<file path="config.mk">
export PLATFORM = sky130hd
export DESIGN_NAME = decimal_text_to_fixed_point_core_flat
export DESIGN_NICKNAME = d
export VERILOG_FILES = /design/src/sv/dtfp_pkg.sv /design/src/sv/dtfp_ifs.sv /design/src/sv/dtfp_front.sv /design/src/sv/dtfp_queue.sv /design/src/sv/dtfp_back.sv /design/src/sv/decimal_text_to_fixed_point_core.sv /design/src/flat_wrapper.sv
export SDC_FILE = /design/constraint.sdc
export NUM_CORES = 1
export LEC_CHECK = 0
export BUFFER_PORTS_ARGS = -buffer_cell sky130_fd_sc_hd__buf_2
export CAP_MARGIN = 0
export CORE_UTILIZATION = 40
export DETAILED_ROUTE_END_ITERATION = 10
export SYNTH_ARGS = -nofsm -noshare
export SYNTH_HDL_FRONTEND = slang
export SYNTH_SLANG_ARGS = --single-unit
</file>
<file path="constraint.sdc">
create_clock -name clk -period 8.8 [get_ports clk]
set_input_delay 0.44 -clock clk [delete_from_list [all_inputs] [get_ports clk]]
set_output_delay 0.44 -clock clk [all_outputs]
set_load 0.01 [all_outputs]
</file>
<file path="src/sv/dtfp_pkg.sv">
// ----------------------------------------------------------------------------
// dtfp_pkg
// Shared types and constants for the decimal text to fixed point core.
// ----------------------------------------------------------------------------
`default_nettype none

package dtfp_pkg;

    localparam logic [7:0] ASCII_ZERO  = 8'd48;
    localparam logic [7:0] ASCII_NINE  = 8'd57;
    localparam logic [7:0] ASCII_POINT = 8'h2E;

    // Job queue status seen by the front and back ends.
    typedef struct packed {
        logic full;
        logic empty;
    } q_status_t;

    typedef enum logic [1:0] {
        BK_IDLE,
        BK_DIV,
        BK_HOLD
    } back_state_t;

    // 10^n for n = 0..9.
    function automatic logic [31:0] pow_ten(input logic [3:0] n);
        logic [31:0] p;
        case (n)
            4'd0:    p = 32'd1;
            4'd1:    p = 32'd10;
            4'd2:    p = 32'd100;
            4'd3:    p = 32'd1000;
            4'd4:    p = 32'd10000;
            4'd5:    p = 32'd100000;
            4'd6:    p = 32'd1000000;
            4'd7:    p = 32'd10000000;
            4'd8:    p = 32'd100000000;
            4'd9:    p = 32'd1000000000;
            default: p = 32'd1000000000;
        endcase
        return p;
    endfunction

endpackage

`default_nettype wire

</file>
<file path="src/sv/dtfp_ifs.sv">
// ----------------------------------------------------------------------------
// dtfp_ifs
// Valid/ready channels: character requests in, fixed point results out.
// ----------------------------------------------------------------------------
`default_nettype none

interface dtfp_char_if;
    logic       valid;
    logic       ready;
    logic [7:0] char_code;
    logic       last_char;

    modport source (output valid, output char_code, output last_char, input ready);
    modport sink   (input valid, input char_code, input last_char, output ready);
endinterface

interface dtfp_result_if #(
    parameter int VALUE_W = 48
);
    logic               valid;
    logic               ready;
    logic [VALUE_W-1:0] fixed_value;
    logic               overflowed;

    modport source (output valid, output fixed_value, output overflowed, input ready);
    modport sink   (input valid, input fixed_value, input overflowed, output ready);
endinterface

`default_nettype wire

</file>
<file path="src/sv/dtfp_front.sv">
// ----------------------------------------------------------------------------
// dtfp_front
// Character classifier and integer/fraction accumulators; pushes one job
// per string into the job queue.
// ----------------------------------------------------------------------------
`default_nettype none

module dtfp_front #(
    parameter int INT_BITS        = 32,
    parameter int MAX_FRAC_DIGITS = 8,
    parameter int FACC_W          = 27,
    parameter int CNT_W           = 4,
    parameter int JOB_W           = 64
) (
    input  wire logic              clk,
    input  wire logic              rst_n,
    dtfp_char_if.sink              char_chan,
    input  wire dtfp_pkg::q_status_t q_status,
    output logic                   push,
    output logic [JOB_W-1:0]       job
);

    logic [INT_BITS-1:0] int_acc_reg,  int_acc_next;
    logic [FACC_W-1:0]   frac_acc_reg, frac_acc_next;
    logic [CNT_W-1:0]    frac_cnt_reg, frac_cnt_next;
    logic                point_reg,    point_next;
    logic                ovf_reg,      ovf_next;

    logic                accept;
    logic                is_digit;
    logic                is_point;
    logic [3:0]          digit;
    logic [INT_BITS+3:0] int_wide;
    logic [FACC_W+3:0]   frac_wide;

    assign char_chan.ready = !q_status.full;
    assign accept          = char_chan.valid && char_chan.ready;

    assign is_point = (char_chan.char_code == dtfp_pkg::ASCII_POINT);
    assign is_digit = (char_chan.char_code >= dtfp_pkg::ASCII_ZERO) &&
                      (char_chan.char_code <= dtfp_pkg::ASCII_NINE);
    assign digit    = 4'(char_chan.char_code - dtfp_pkg::ASCII_ZERO);

    // acc*10 + d as two shifts and two adds
    assign int_wide  = ({4'd0, int_acc_reg} << 3) + ({4'd0, int_acc_reg} << 1)
                     + (INT_BITS+4)'(digit);
    assign frac_wide = ({4'd0, frac_acc_reg} << 3) + ({4'd0, frac_acc_reg} << 1)
                     + (FACC_W+4)'(digit);

    always_comb
    begin
        int_acc_next  = int_acc_reg;
        frac_acc_next = frac_acc_reg;
        frac_cnt_next = frac_cnt_reg;
        point_next    = point_reg;
        ovf_next      = ovf_reg;
        if (is_point)
        begin
            point_next = 1'b1;
        end
        else if (is_digit)
        begin
            if (!point_reg)
            begin
                if (|int_wide[INT_BITS+3:INT_BITS])
                begin
                    int_acc_next = '1;    // saturate
                    ovf_next     = 1'b1;
                end
                else
                begin
                    int_acc_next = int_wide[INT_BITS-1:0];
                end
            end
            else if (frac_cnt_reg < CNT_W'(MAX_FRAC_DIGITS))
            begin
                // at most MAX_FRAC_DIGITS digits, so no bits are lost here
                frac_acc_next = frac_wide[FACC_W-1:0];
                frac_cnt_next = frac_cnt_reg + 1'b1;
            end
        end
    end

    assign push = accept && char_chan.last_char;
    assign job  = {ovf_next, int_acc_next, frac_acc_next, frac_cnt_next};

    always_ff @(posedge clk or negedge rst_n)
    begin
        if (!rst_n)
        begin
            int_acc_reg  <= '0;
            frac_acc_reg <= '0;
            frac_cnt_reg <= '0;
            point_reg    <= 1'b0;
            ovf_reg      <= 1'b0;
        end
        else if (accept)
        begin
            if (char_chan.last_char)
            begin
                int_acc_reg  <= '0;
                frac_acc_reg <= '0;
                frac_cnt_reg <= '0;
                point_reg    <= 1'b0;
                ovf_reg      <= 1'b0;
            end
            else
            begin
                int_acc_reg  <= int_acc_next;
                frac_acc_reg <= frac_acc_next;
                frac_cnt_reg <= frac_cnt_next;
                point_reg    <= point_next;
                ovf_reg      <= ovf_next;
            end
        end
    end

endmodule

`default_nettype wire

</file>
<file path="src/sv/dtfp_queue.sv">
// ----------------------------------------------------------------------------
// dtfp_queue
// Two-entry job queue between the front and back ends.
// ----------------------------------------------------------------------------
`default_nettype none

module dtfp_queue #(
    parameter int WIDTH = 64
) (
    input  wire logic              clk,
    input  wire logic              rst_n,
    input  wire logic              push,
    input  wire logic [WIDTH-1:0]  push_data,
    input  wire logic              pop,
    output logic [WIDTH-1:0]       pop_data,
    output dtfp_pkg::q_status_t    q_status
);

    logic [WIDTH-1:0] entry_reg [2];
    logic             wr_ptr_reg, wr_ptr_next;
    logic             rd_ptr_reg, rd_ptr_next;
    logic [1:0]       count_reg,  count_next;

    assign q_status.full  = (count_reg == 2'd2);
    assign q_status.empty = (count_reg == 2'd0);
    assign pop_data       = entry_reg[rd_ptr_reg];

    always_comb
    begin
        wr_ptr_next = push ? !wr_ptr_reg : wr_ptr_reg;
        rd_ptr_next = pop  ? !rd_ptr_reg : rd_ptr_reg;
        count_next  = count_reg + {1'b0, push} - {1'b0, pop};
    end

    always_ff @(posedge clk or negedge rst_n)
    begin
        if (!rst_n)
        begin
            wr_ptr_reg <= 1'b0;
            rd_ptr_reg <= 1'b0;
            count_reg  <= 2'd0;
        end
        else
        begin
            wr_ptr_reg <= wr_ptr_next;
            rd_ptr_reg <= rd_ptr_next;
            count_reg  <= count_next;
        end
    end

    always_ff @(posedge clk)
    begin
        if (push)
        begin
            entry_reg[wr_ptr_reg] <= push_data;
        end
    end

    a_no_overrun: assert property (@(posedge clk) disable iff (!rst_n)
        push |-> (!q_status.full || pop))
        else $error("job queue overrun");

    a_no_underrun: assert property (@(posedge clk) disable iff (!rst_n)
        pop |-> !q_status.empty)
        else $error("job queue underrun");

endmodule

`default_nettype wire

</file>
<file path="src/sv/dtfp_back.sv">
// ----------------------------------------------------------------------------
// dtfp_back
// Fraction scaling by restoring division (one quotient bit per cycle) and
// the result output register.
// ----------------------------------------------------------------------------
`default_nettype none

module dtfp_back #(
    parameter int INT_BITS  = 32,
    parameter int FRAC_BITS = 16,
    parameter int FACC_W    = 27,
    parameter int CNT_W     = 4,
    parameter int DIV_W     = 27,
    parameter int JOB_W     = 64
) (
    input  wire logic              clk,
    input  wire logic              rst_n,
    input  wire dtfp_pkg::q_status_t q_status,
    input  wire logic [JOB_W-1:0]  job,
    output logic                   pop,
    dtfp_result_if.source          result_chan
);

    localparam int VALUE_W = INT_BITS + FRAC_BITS;
    localparam int STEP_W  = $clog2(FRAC_BITS);

    dtfp_pkg::back_state_t state_reg, state_next;

    logic                 out_valid_reg, out_valid_next;
    logic                 load;
    logic                 last_step;

    logic [INT_BITS-1:0]  int_reg;
    logic                 ovf_reg;
    logic [DIV_W-1:0]     rem_reg;
    logic [DIV_W-1:0]     div_reg;
    logic [FRAC_BITS-1:0] quo_reg;
    logic [STEP_W-1:0]    step_reg;
    logic [VALUE_W-1:0]   value_reg;
    logic                 out_ovf_reg;

    logic                 job_ovf;
    logic [INT_BITS-1:0]  job_int;
    logic [FACC_W-1:0]    job_facc;
    logic [CNT_W-1:0]     job_cnt;
    logic [DIV_W:0]       shifted;
    logic                 ge;
    logic [DIV_W-1:0]     rem_next;
    logic [VALUE_W-1:0]   value_full;
    logic [VALUE_W-1:0]   value_masked;

    assign {job_ovf, job_int, job_facc, job_cnt} = job;

    assign shifted   = {rem_reg, 1'b0};
    assign ge        = (shifted >= {1'b0, div_reg});
    assign rem_next  = ge ? DIV_W'(shifted - {1'b0, div_reg}) : shifted[DIV_W-1:0];
    assign last_step = (step_reg == STEP_W'(FRAC_BITS - 1));

    assign value_full = {int_reg, quo_reg};

    // bits above 63 read as zero
    always_comb
    begin
        for (int i = 0; i < VALUE_W; i++)
        begin
            value_masked[i] = (i < 64) ? value_full[i] : 1'b0;
        end
    end

    always_comb
    begin
        state_next = state_reg;
        pop        = 1'b0;
        load       = 1'b0;
        case (state_reg)
            dtfp_pkg::BK_IDLE:
            begin
                if (!q_status.empty)
                begin
                    pop        = 1'b1;
                    state_next = dtfp_pkg::BK_DIV;
                end
            end
            dtfp_pkg::BK_DIV:
            begin
                if (last_step)
                begin
                    state_next = dtfp_pkg::BK_HOLD;
                end
            end
            dtfp_pkg::BK_HOLD:
            begin
                if (!out_valid_reg || result_chan.ready)
                begin
                    load       = 1'b1;
                    state_next = dtfp_pkg::BK_IDLE;
                end
            end
            default:
            begin
                state_next = dtfp_pkg::BK_IDLE;
            end
        endcase
    end

    always_comb
    begin
        if (load)
        begin
            out_valid_next = 1'b1;
        end
        else if (result_chan.ready)
        begin
            out_valid_next = 1'b0;
        end
        else
        begin
            out_valid_next = out_valid_reg;
        end
    end

    always_ff @(posedge clk or negedge rst_n)
    begin
        if (!rst_n)
        begin
            state_reg     <= dtfp_pkg::BK_IDLE;
            out_valid_reg <= 1'b0;
        end
        else
        begin
            state_reg     <= state_next;
            out_valid_reg <= out_valid_next;
        end
    end

    always_ff @(posedge clk)
    begin
        if (pop)
        begin
            int_reg  <= job_int;
            ovf_reg  <= job_ovf;
            rem_reg  <= DIV_W'(job_facc);
            div_reg  <= DIV_W'(dtfp_pkg::pow_ten(4'(job_cnt)));
            quo_reg  <= '0;
            step_reg <= '0;
        end
        else if (state_reg == dtfp_pkg::BK_DIV)
        begin
            rem_reg  <= rem_next;
            quo_reg  <= {quo_reg[FRAC_BITS-2:0], ge};
            step_reg <= step_reg + 1'b1;
        end
        if (load)
        begin
            value_reg   <= value_masked;
            out_ovf_reg <= ovf_reg;
        end
    end

    assign result_chan.valid       = out_valid_reg;
    assign result_chan.fixed_value = value_reg;
    assign result_chan.overflowed  = out_ovf_reg;

    a_rem_below_div: assert property (@(posedge clk) disable iff (!rst_n)
        (state_reg == dtfp_pkg::BK_DIV) |-> (rem_reg < div_reg))
        else $error("division remainder not below divisor");

    a_div_to_hold: assert property (@(posedge clk) disable iff (!rst_n)
        (state_reg == dtfp_pkg::BK_DIV && last_step) |=>
            (state_reg == dtfp_pkg::BK_HOLD))
        else $error("division did not finish after FRAC_BITS steps");

    a_load_sets_valid: assert property (@(posedge clk) disable iff (!rst_n)
        load |=> out_valid_reg)
        else $error("loaded result not presented");

endmodule

`default_nettype wire

</file>
<file path="src/sv/decimal_text_to_fixed_point_core.sv">
// ----------------------------------------------------------------------------
// decimal_text_to_fixed_point_core
// ASCII decimal string, one character per request, to unsigned fixed point
// UQ(INT_BITS).(FRAC_BITS).
// ----------------------------------------------------------------------------
//
//  channel      dir  handshake     payload
//  char_chan    in   valid/ready   char_code[7:0], last_char
//  result_chan  out  valid/ready   fixed_value[INT_BITS+FRAC_BITS-1:0], overflowed
//
//  Cycles: one character per cycle into the front accumulators while the
//  job queue is not full. A string's result passes through the job queue,
//  the one-bit-per-cycle fraction divider and the back end's hold state.
//  Strings shorter than about FRAC_BITS + 2 characters fill the two-entry
//  job queue and stall char_chan until the divider frees an entry.
//  Reset: rst_n async, low active; clears accumulators, queue and result valid.
//  A stalled result_chan holds the result; the divider stops in its hold state.
//
`default_nettype none

module decimal_text_to_fixed_point_core #(
    parameter int INT_BITS        = 32,
    parameter int FRAC_BITS       = 16,
    parameter int MAX_FRAC_DIGITS = 8
) (
    input  wire logic      clk,
    input  wire logic      rst_n,
    dtfp_char_if.sink      char_chan,
    dtfp_result_if.source  result_chan
);

    // Fraction accumulator holds up to MAX_FRAC_DIGITS decimal digits.
    localparam int FACC_W = $clog2(10 ** MAX_FRAC_DIGITS);
    localparam int CNT_W  = $clog2(MAX_FRAC_DIGITS + 1);
    // Divisor is 10^n with n up to MAX_FRAC_DIGITS.
    localparam int DIV_W  = $clog2(10 ** MAX_FRAC_DIGITS + 1);
    // Job: overflow flag, integer part, fraction digits, digit count.
    localparam int JOB_W  = 1 + INT_BITS + FACC_W + CNT_W;

    dtfp_pkg::q_status_t q_status;
    logic                push;
    logic                pop;
    logic [JOB_W-1:0]    push_job;
    logic [JOB_W-1:0]    pop_job;

    // Front end: classifies characters, accumulates, pushes a job per string.
    dtfp_front #(
        .INT_BITS        (INT_BITS),
        .MAX_FRAC_DIGITS (MAX_FRAC_DIGITS),
        .FACC_W          (FACC_W),
        .CNT_W           (CNT_W),
        .JOB_W           (JOB_W)
    ) u_front (
        .clk       (clk),
        .rst_n     (rst_n),
        .char_chan (char_chan),
        .q_status  (q_status),
        .push      (push),
        .job       (push_job)
    );

    // Decouples string capture from fraction scaling.
    dtfp_queue #(
        .WIDTH (JOB_W)
    ) u_queue (
        .clk       (clk),
        .rst_n     (rst_n),
        .push      (push),
        .push_data (push_job),
        .pop       (pop),
        .pop_data  (pop_job),
        .q_status  (q_status)
    );

    // Back end: floor(F * 2^FRAC_BITS / 10^n), then the output register.
    dtfp_back #(
        .INT_BITS  (INT_BITS),
        .FRAC_BITS (FRAC_BITS),
        .FACC_W    (FACC_W),
        .CNT_W     (CNT_W),
        .DIV_W     (DIV_W),
        .JOB_W     (JOB_W)
    ) u_back (
        .clk         (clk),
        .rst_n       (rst_n),
        .q_status    (q_status),
        .job         (pop_job),
        .pop         (pop),
        .result_chan (result_chan)
    );

endmodule

`default_nettype wire

</file>
<file path="src/flat_wrapper.sv">
// flat-port wrapper written by rule: the top's interface ports become plain ports
module decimal_text_to_fixed_point_core_flat 
#(
    parameter int INT_BITS        = 32,
    parameter int FRAC_BITS       = 16,
    parameter int MAX_FRAC_DIGITS = 8
)
  (clk, rst_n, char_chan_valid, char_chan_char_code, char_chan_last_char, char_chan_ready, result_chan_valid, result_chan_fixed_value, result_chan_overflowed, result_chan_ready);
  dtfp_char_if char_chan_i ();
  dtfp_result_if #(.VALUE_W((INT_BITS + FRAC_BITS))) result_chan_i ();
  input  wire logic clk;
  input  wire logic rst_n;
  input wire logic [$bits(char_chan_i.valid)-1:0] char_chan_valid;
  input wire logic [$bits(char_chan_i.char_code)-1:0] char_chan_char_code;
  input wire logic [$bits(char_chan_i.last_char)-1:0] char_chan_last_char;
  output wire logic [$bits(char_chan_i.ready)-1:0] char_chan_ready;
  output wire logic [$bits(result_chan_i.valid)-1:0] result_chan_valid;
  output wire logic [$bits(result_chan_i.fixed_value)-1:0] result_chan_fixed_value;
  output wire logic [$bits(result_chan_i.overflowed)-1:0] result_chan_overflowed;
  input wire logic [$bits(result_chan_i.ready)-1:0] result_chan_ready;
  assign char_chan_i.valid = char_chan_valid;
  assign char_chan_i.char_code = char_chan_char_code;
  assign char_chan_i.last_char = char_chan_last_char;
  assign char_chan_ready = char_chan_i.ready;
  assign result_chan_valid = result_chan_i.valid;
  assign result_chan_fixed_value = result_chan_i.fixed_value;
  assign result_chan_overflowed = result_chan_i.overflowed;
  assign result_chan_i.ready = result_chan_ready;
  decimal_text_to_fixed_point_core #(.INT_BITS(INT_BITS), .FRAC_BITS(FRAC_BITS), .MAX_FRAC_DIGITS(MAX_FRAC_DIGITS)) u_core (.clk(clk), .rst_n(rst_n), .char_chan(char_chan_i), .result_chan(result_chan_i));
endmodule
</file>
Word level (Yosys, flattened, before mapping). Memories as Yosys holds them, arrays and structs flattened. A register that Yosys moved wholly into a read port is not among the register bits. Index checks and enable logic that the tools add are counted.

Flip-flop bits (word level): 201. Memory bits (writable): 128. Memory bits (read-only): 480. Input bits: 13. Output and inout bits: 51. Memories kept: 2.

Add/sub/neg operators: 10. $lt $le $gt $ge: 4. Equal/unequal tests: 8. Mux-type cells: 37. Reduce and logical (&&, ||, !) cells: 16.

Memories: (name not given) (words 16, bits a word 30, rd ports 1, clocked after memory_dff 1, write ports 0, RTL line dtfp_pkg.sv:28) `case (n)`; u_core.u_queue.entry_reg (words 2, bits a word 64, rd ports 1, clocked after memory_dff 0, write ports 1, RTL line dtfp_queue.sv:19) `logic [WIDTH-1:0] entry_reg [2];`.

Operator list (number): 27-bit 2-to-1 mux (8); 32-bit 2-to-1 mux (5); 35-bit by 33-bit adder with 36-bit output (1); 36-bit by 4-bit adder with 36-bit output (1); 28-bit by 27-bit greater-or-equal comparator with 1-bit output (1); 27-bit adder (1); 27-bit by 4-bit adder with 27-bit output (1); 27-bit subtractor (1); 4-bit 2-to-1 mux (5); 1-bit 2-to-1 mux (15); 4-bit by 1-bit adder with 4-bit output (second input constant) (2); 8-bit by 6-bit equality test with 1-bit output (second input constant) (1); 8-bit by 6-bit greater-or-equal comparator with 1-bit output (second input constant) (1); 8-bit by 6-bit <= comparator with 1-bit output (second input constant) (1); 2-bit 2-to-1 mux (3); 2-bit inequality test (second input constant) (3); 2-bit one-hot mux with 3 select lines (1); 2-bit nonzero test (3); 2-bit equality test (second input constant) (2); 4-bit equality test (second input constant) (1); 1-bit logical NOT (4); 2-bit logical NOT (2); 4-bit < comparator (second input constant) (1); 4-bit OR reduction (1); other kinds (8) (10).

Depth between registers and ports, before layout.
Depth after elaboration: 8. Depth in mapped cells: 15. Depth with buffers taken out: 14.

By module. From an unflattened synthesis, not the netlist that was laid out.

Cell total of the unflattened synthesis: 1669. Area total of the unflattened synthesis: 19163.4 um^2.

Modules (own cells, without submodules): dtfp_back (instances 1, cells an instance 603, area each 7238.2 um^2, seq. area each 4439.3 um^2); dtfp_front (instances 1, cells an instance 852, area each 6904.1 um^2, seq. area each 1626.6 um^2); dtfp_queue (instances 1, cells an instance 214, area each 5021.1 um^2, seq. area each 3943.8 um^2).

Worst setup path before layout. OpenSTA, ideal clock, no wires.

Path type: reg-to-reg. Start point: reg u_core.u_queue.count_reg[1]. End point: mem u_core.u_queue.entry_reg[0][0], enable pin. Arrival: 3.727 ns. Required time: 8.313 ns. Setup slack: 4.586 ns. Cell stages (with the launch flop): 6. Buffers on the path: 1. Period minus slack after synthesis: 4.214 ns. Cell sequence: dfrtp_1 > nand2b_1 > and2_1 > nand2_1 > buf_6 > nor2_1.

Cells in the longest elaborated chain, start to end: 6.

RTL lines: start, declared (RTL line dtfp_queue.sv:22) `logic [1:0] count_reg, count_next;`; start signal, assigned (RTL line dtfp_queue.sv:47) `count_reg <= count_next;`; 2-bit equality test (RTL line dtfp_queue.sv:24) `assign q_status.full = (count_reg == 2'd2);`; 1-bit logical NOT (RTL line dtfp_front.sv:36) `assign char_chan.ready = !q_status.full;`; via char_chan_ready (RTL line flat_wrapper.sv:16) `output wire logic [$bits(char_chan_i.ready)-1:0] char_chan_ready;`; 1-bit logical AND (RTL line dtfp_front.sv:37) `assign accept = char_chan.valid && char_chan.ready;`; 1-bit logical AND (RTL line dtfp_front.sv:84) `assign push = accept && char_chan.last_char;`; 1-bit 2-to-1 mux (RTL line dtfp_queue.sv:53) `if (push)`; 1-bit 2-to-1 mux (not written as such) (RTL line dtfp_queue.sv:55) `entry_reg[wr_ptr_reg] <= push_data;`; end, declared (RTL line dtfp_queue.sv:19).

The timed path passes the listed nets, and every way through them passes these cells.

Worst setup path in the final report.
Start point: reg u_core.u_front.int_acc_reg[0]. End point: mem u_core.u_queue.entry_reg[0][31] (data pin).

Cells in the longest elaborated chain, start to end: 7.

RTL lines: start, declared (RTL line dtfp_front.sv:23) `logic [INT_BITS-1:0] int_acc_reg, int_acc_next;`; start signal, assigned (RTL line dtfp_front.sv:109) `int_acc_reg <= int_acc_next;`; 35-bit by 33-bit adder with 36-bit output (RTL line dtfp_front.sv:45) `assign int_wide = ({4'd0, int_acc_reg} << 3) + ({4'd0, int_acc_reg} << 1)`; 36-bit by 4-bit adder with 36-bit output (RTL line dtfp_front.sv:46) `+ (INT_BITS+4)'(digit);`; 4-bit OR reduction (RTL line dtfp_front.sv:65) `if (|int_wide[INT_BITS+3:INT_BITS])`; 32-bit 2-to-1 mux (RTL line dtfp_front.sv:65); 32-bit 2-to-1 mux (RTL line dtfp_front.sv:63) `if (!point_reg)`; 32-bit 2-to-1 mux (RTL line dtfp_front.sv:61) `else if (is_digit)`; 32-bit 2-to-1 mux * (RTL line dtfp_front.sv:57) `if (is_point)`; via u_core.push_job[31] (RTL line decimal_text_to_fixed_point_core.sv:43) `logic [JOB_W-1:0] push_job;`.

Mark *: on every way through the listed nets, which the timed path passes. The rest lies on a longest branch.

==> results.ini <==
[outcome]
outcome = complete, no violations

[layout]
drive_above_1_share = 0.144
syn2layout_area_growth_pct = 11.3
utilization = 0.456
layout.nets = 1810
nFillCells = 4124
largest_reg_flops = 128

[clock_tree]
clock_path_buffers = 3
post_cts_resized = 0
numCtsBuffers = 38
post-cts-setup-buffers = 0
htree_levels = 2
cts.sinks = 352
cts_root_buf = clkbuf_16
cts_tree = yes
clk_latency_ps = 530
path_clk_slew_ps = 60
postCtsHoldBufs = 1

[power_and_ir_drop]
power.switching_uw = 2030
power_frac_comb = 0.333
intPower_uw = 4050
p_seq_frac = 0.397
p_per_area_nw_per_um2 = 291
ir_drop_mv = 0.153
p_leak_uw = 0.00866
pwr-share-clk = 0.270
switching_share = 0.334

[sta]
skew_ps = 12.8
maxSlewViolCount = 0
finalCriticalPeriod_ps = 4700
tightestPinTransition_ps = 1170
hold_viol = 0
slew_headroom = 0.221
fin_ws_ps = 4100
fin_setup_tns_ps = 0
rsz0062_at_grt = false
fin_crit_sh = 0.534
setup_viol = 0
clock.fmax_mhz = 213

[placement]
place.gp.congestion = 0.885
place_hpwl_um = 28000
dp_slack_ps = 3920
numPortBuffers = 63

[min_path]
hold_depth = 3
hold_class = in -> reg

[synthesis]
async_flop_share = 0.205
ys_ff_latch = 352
synth_edf_count = 260
syn-instance-count = 1593
ys.flop_type = edfxtp_1
synth_top_cells_by_count = edfxtp_1, ha_1, a21oi_1
yosysUniqueCellTypes = 84
yosysTopAreaCell = edfxtp_1
synth_area_leaders = edfxtp_1, ha_1, dfrtp_1
synth_fp_nets = 1759
synth_most_common_cell = edfxtp_1
yosysWarnings = 0
synth_top_area_share = 0.416
synth_area_um2 = 18800
syn_avg_cell_area_um2 = 11.8
ys_seq_area_frac = 0.534

[route]
drcViolationCount = 0
ant_nets = 0
vias = 12333
firstDrtPassIters = 5
drtIter0Drc = 702
viasPerCell = 5.42
drt-total-wl_um = 40500
wl_per_cell_um = 17.8

[critical_path]
crit_fanout = 31
ff2ff_path_depth = 12
crit_arrival_ps = 4920
cpPeakStageDelay_ps = 700
critPathKind = reg -> reg
cp.required_ps = 9030
endpoint_kind = flip-flop
crit_slowest_cell = nor2_4
setup.worst_path.start_class = flip-flop
path_cells = fa_1 > ha_1 > a211oi_2 > o21a_1 > and2_2 > o21ai_2 > a311oi_1 > o31a_2 > o311ai_1 > a2111o_4 > nor2_4 > a21oi_1

[floorplanning]
die_x_um = 219
die_height_um = 219
io_pins = 64
core_area_um2 = 45800
rows = 78
dieArea_um2 = 47800
start_util = 0.410

[global_route]
grt_usage = 0.172
grt_pass1_vias = 12561
antenna_found_initial = 4
overflow = 0
grt_max_degree = 59
grt_pass1_wl_um = 65800

[flow_run]
drv_cap = 0

layout by cell type (no fill, tap or decap), drive strengths merged, types with 37 or more instances in the layout:
master	count
edfxtp	260
a21oi	165
ha	148
nor2	110
o21ai	106
nand2	104
buf	77
dfrtp	72
clkbuf	56
inv	54
a21o	48
xnor2	45
mux2	37
worst paths after layout:
kind	from	to	slack (ps)
min reg2reg	u_core.u_back.int_reg[10]	u_core.u_back.result_chan.fixed_value[26]	420
max	u_core.u_front.int_acc_reg[0]	u_core.u_queue.entry_reg[0][31]	4100
min in group asynchronous	rst_n	u_core.u_front.int_acc_reg[23]	430
min	result_chan_ready	u_core.u_back.result_chan.valid	230
max in group asynchronous	rst_n	u_core.u_queue.rd_ptr_reg	7380
max reg2reg	u_core.u_front.int_acc_reg[0]	u_core.u_queue.entry_reg[0][31]	4100
kinds of logic after synthesis:
group	Yosys count	share of synthesized area
XOR/XNOR	80	0.0373
multiplexers	65	0.0371
adder cells (fa/ha/maj)	153	0.104
AO/OA/AOI/OAI	471	0.167
AND/OR/NAND/NOR	349	0.0890
flip-flops	352	0.534
buffers and inverters	123	0.0317
worst max-delay path: cells and delay by family (launching register included):
family                   cells  cell delay [ps]
adder cells (fa/ha/maj)      2              840
flip-flops                   1              430
AND/OR/NAND/NOR              2              860
AO/OA/AOI/OAI                8             2240
area by class of cell:
class	instances	area [um2]	area share
well taps	600	751	0.0359
clock buffers	56	1110	0.0533
multi-input cells	1118	8180	0.391
flip-flops and latches	352	10000	0.479
diodes	3	7.51	0.000359
inverters	56	211	0.0101
clock inverters	14	180	0.00863
repair buffers	78	433	0.0207
power by group through the flow:
stage,clock (uW),combinational (uW),sequential (uW)
after global routing,1750,2270,2450
after CTS,1680,2040,2420
final,1640,2020,2410
after floorplan,0,1610,2380
after detailed placement,0,2020,2450
after global placement,0,1990,2440
stage by stage:
step | hold slack (ps) | total power, uW | area, um2 | std cells
floorplan | 144 | 3990 | 18800 | 1593
global placement | 404 | 4430 | 19600 | 2203
detailed placement | 405 | 4470 | 19600 | 2203
CTS | 212 | 6130 | 20900 | 2274
global route | 231 | 6470 | 20900 | 2275
finish | 231 | 6070 | 20900 | 2277
layer usage:
layer / GRT usage / routed length, um / up-vias
met5: 0 / 11 / -
met4: 0.0545 / 961 / 2
met3: 0.0270 / 1420 / 71
met2: 0.298 / 19900 / 196
met1: 0.219 / 18200 / 5994
li1: - / - / 6070
Power figures use the tool's default switching activity.
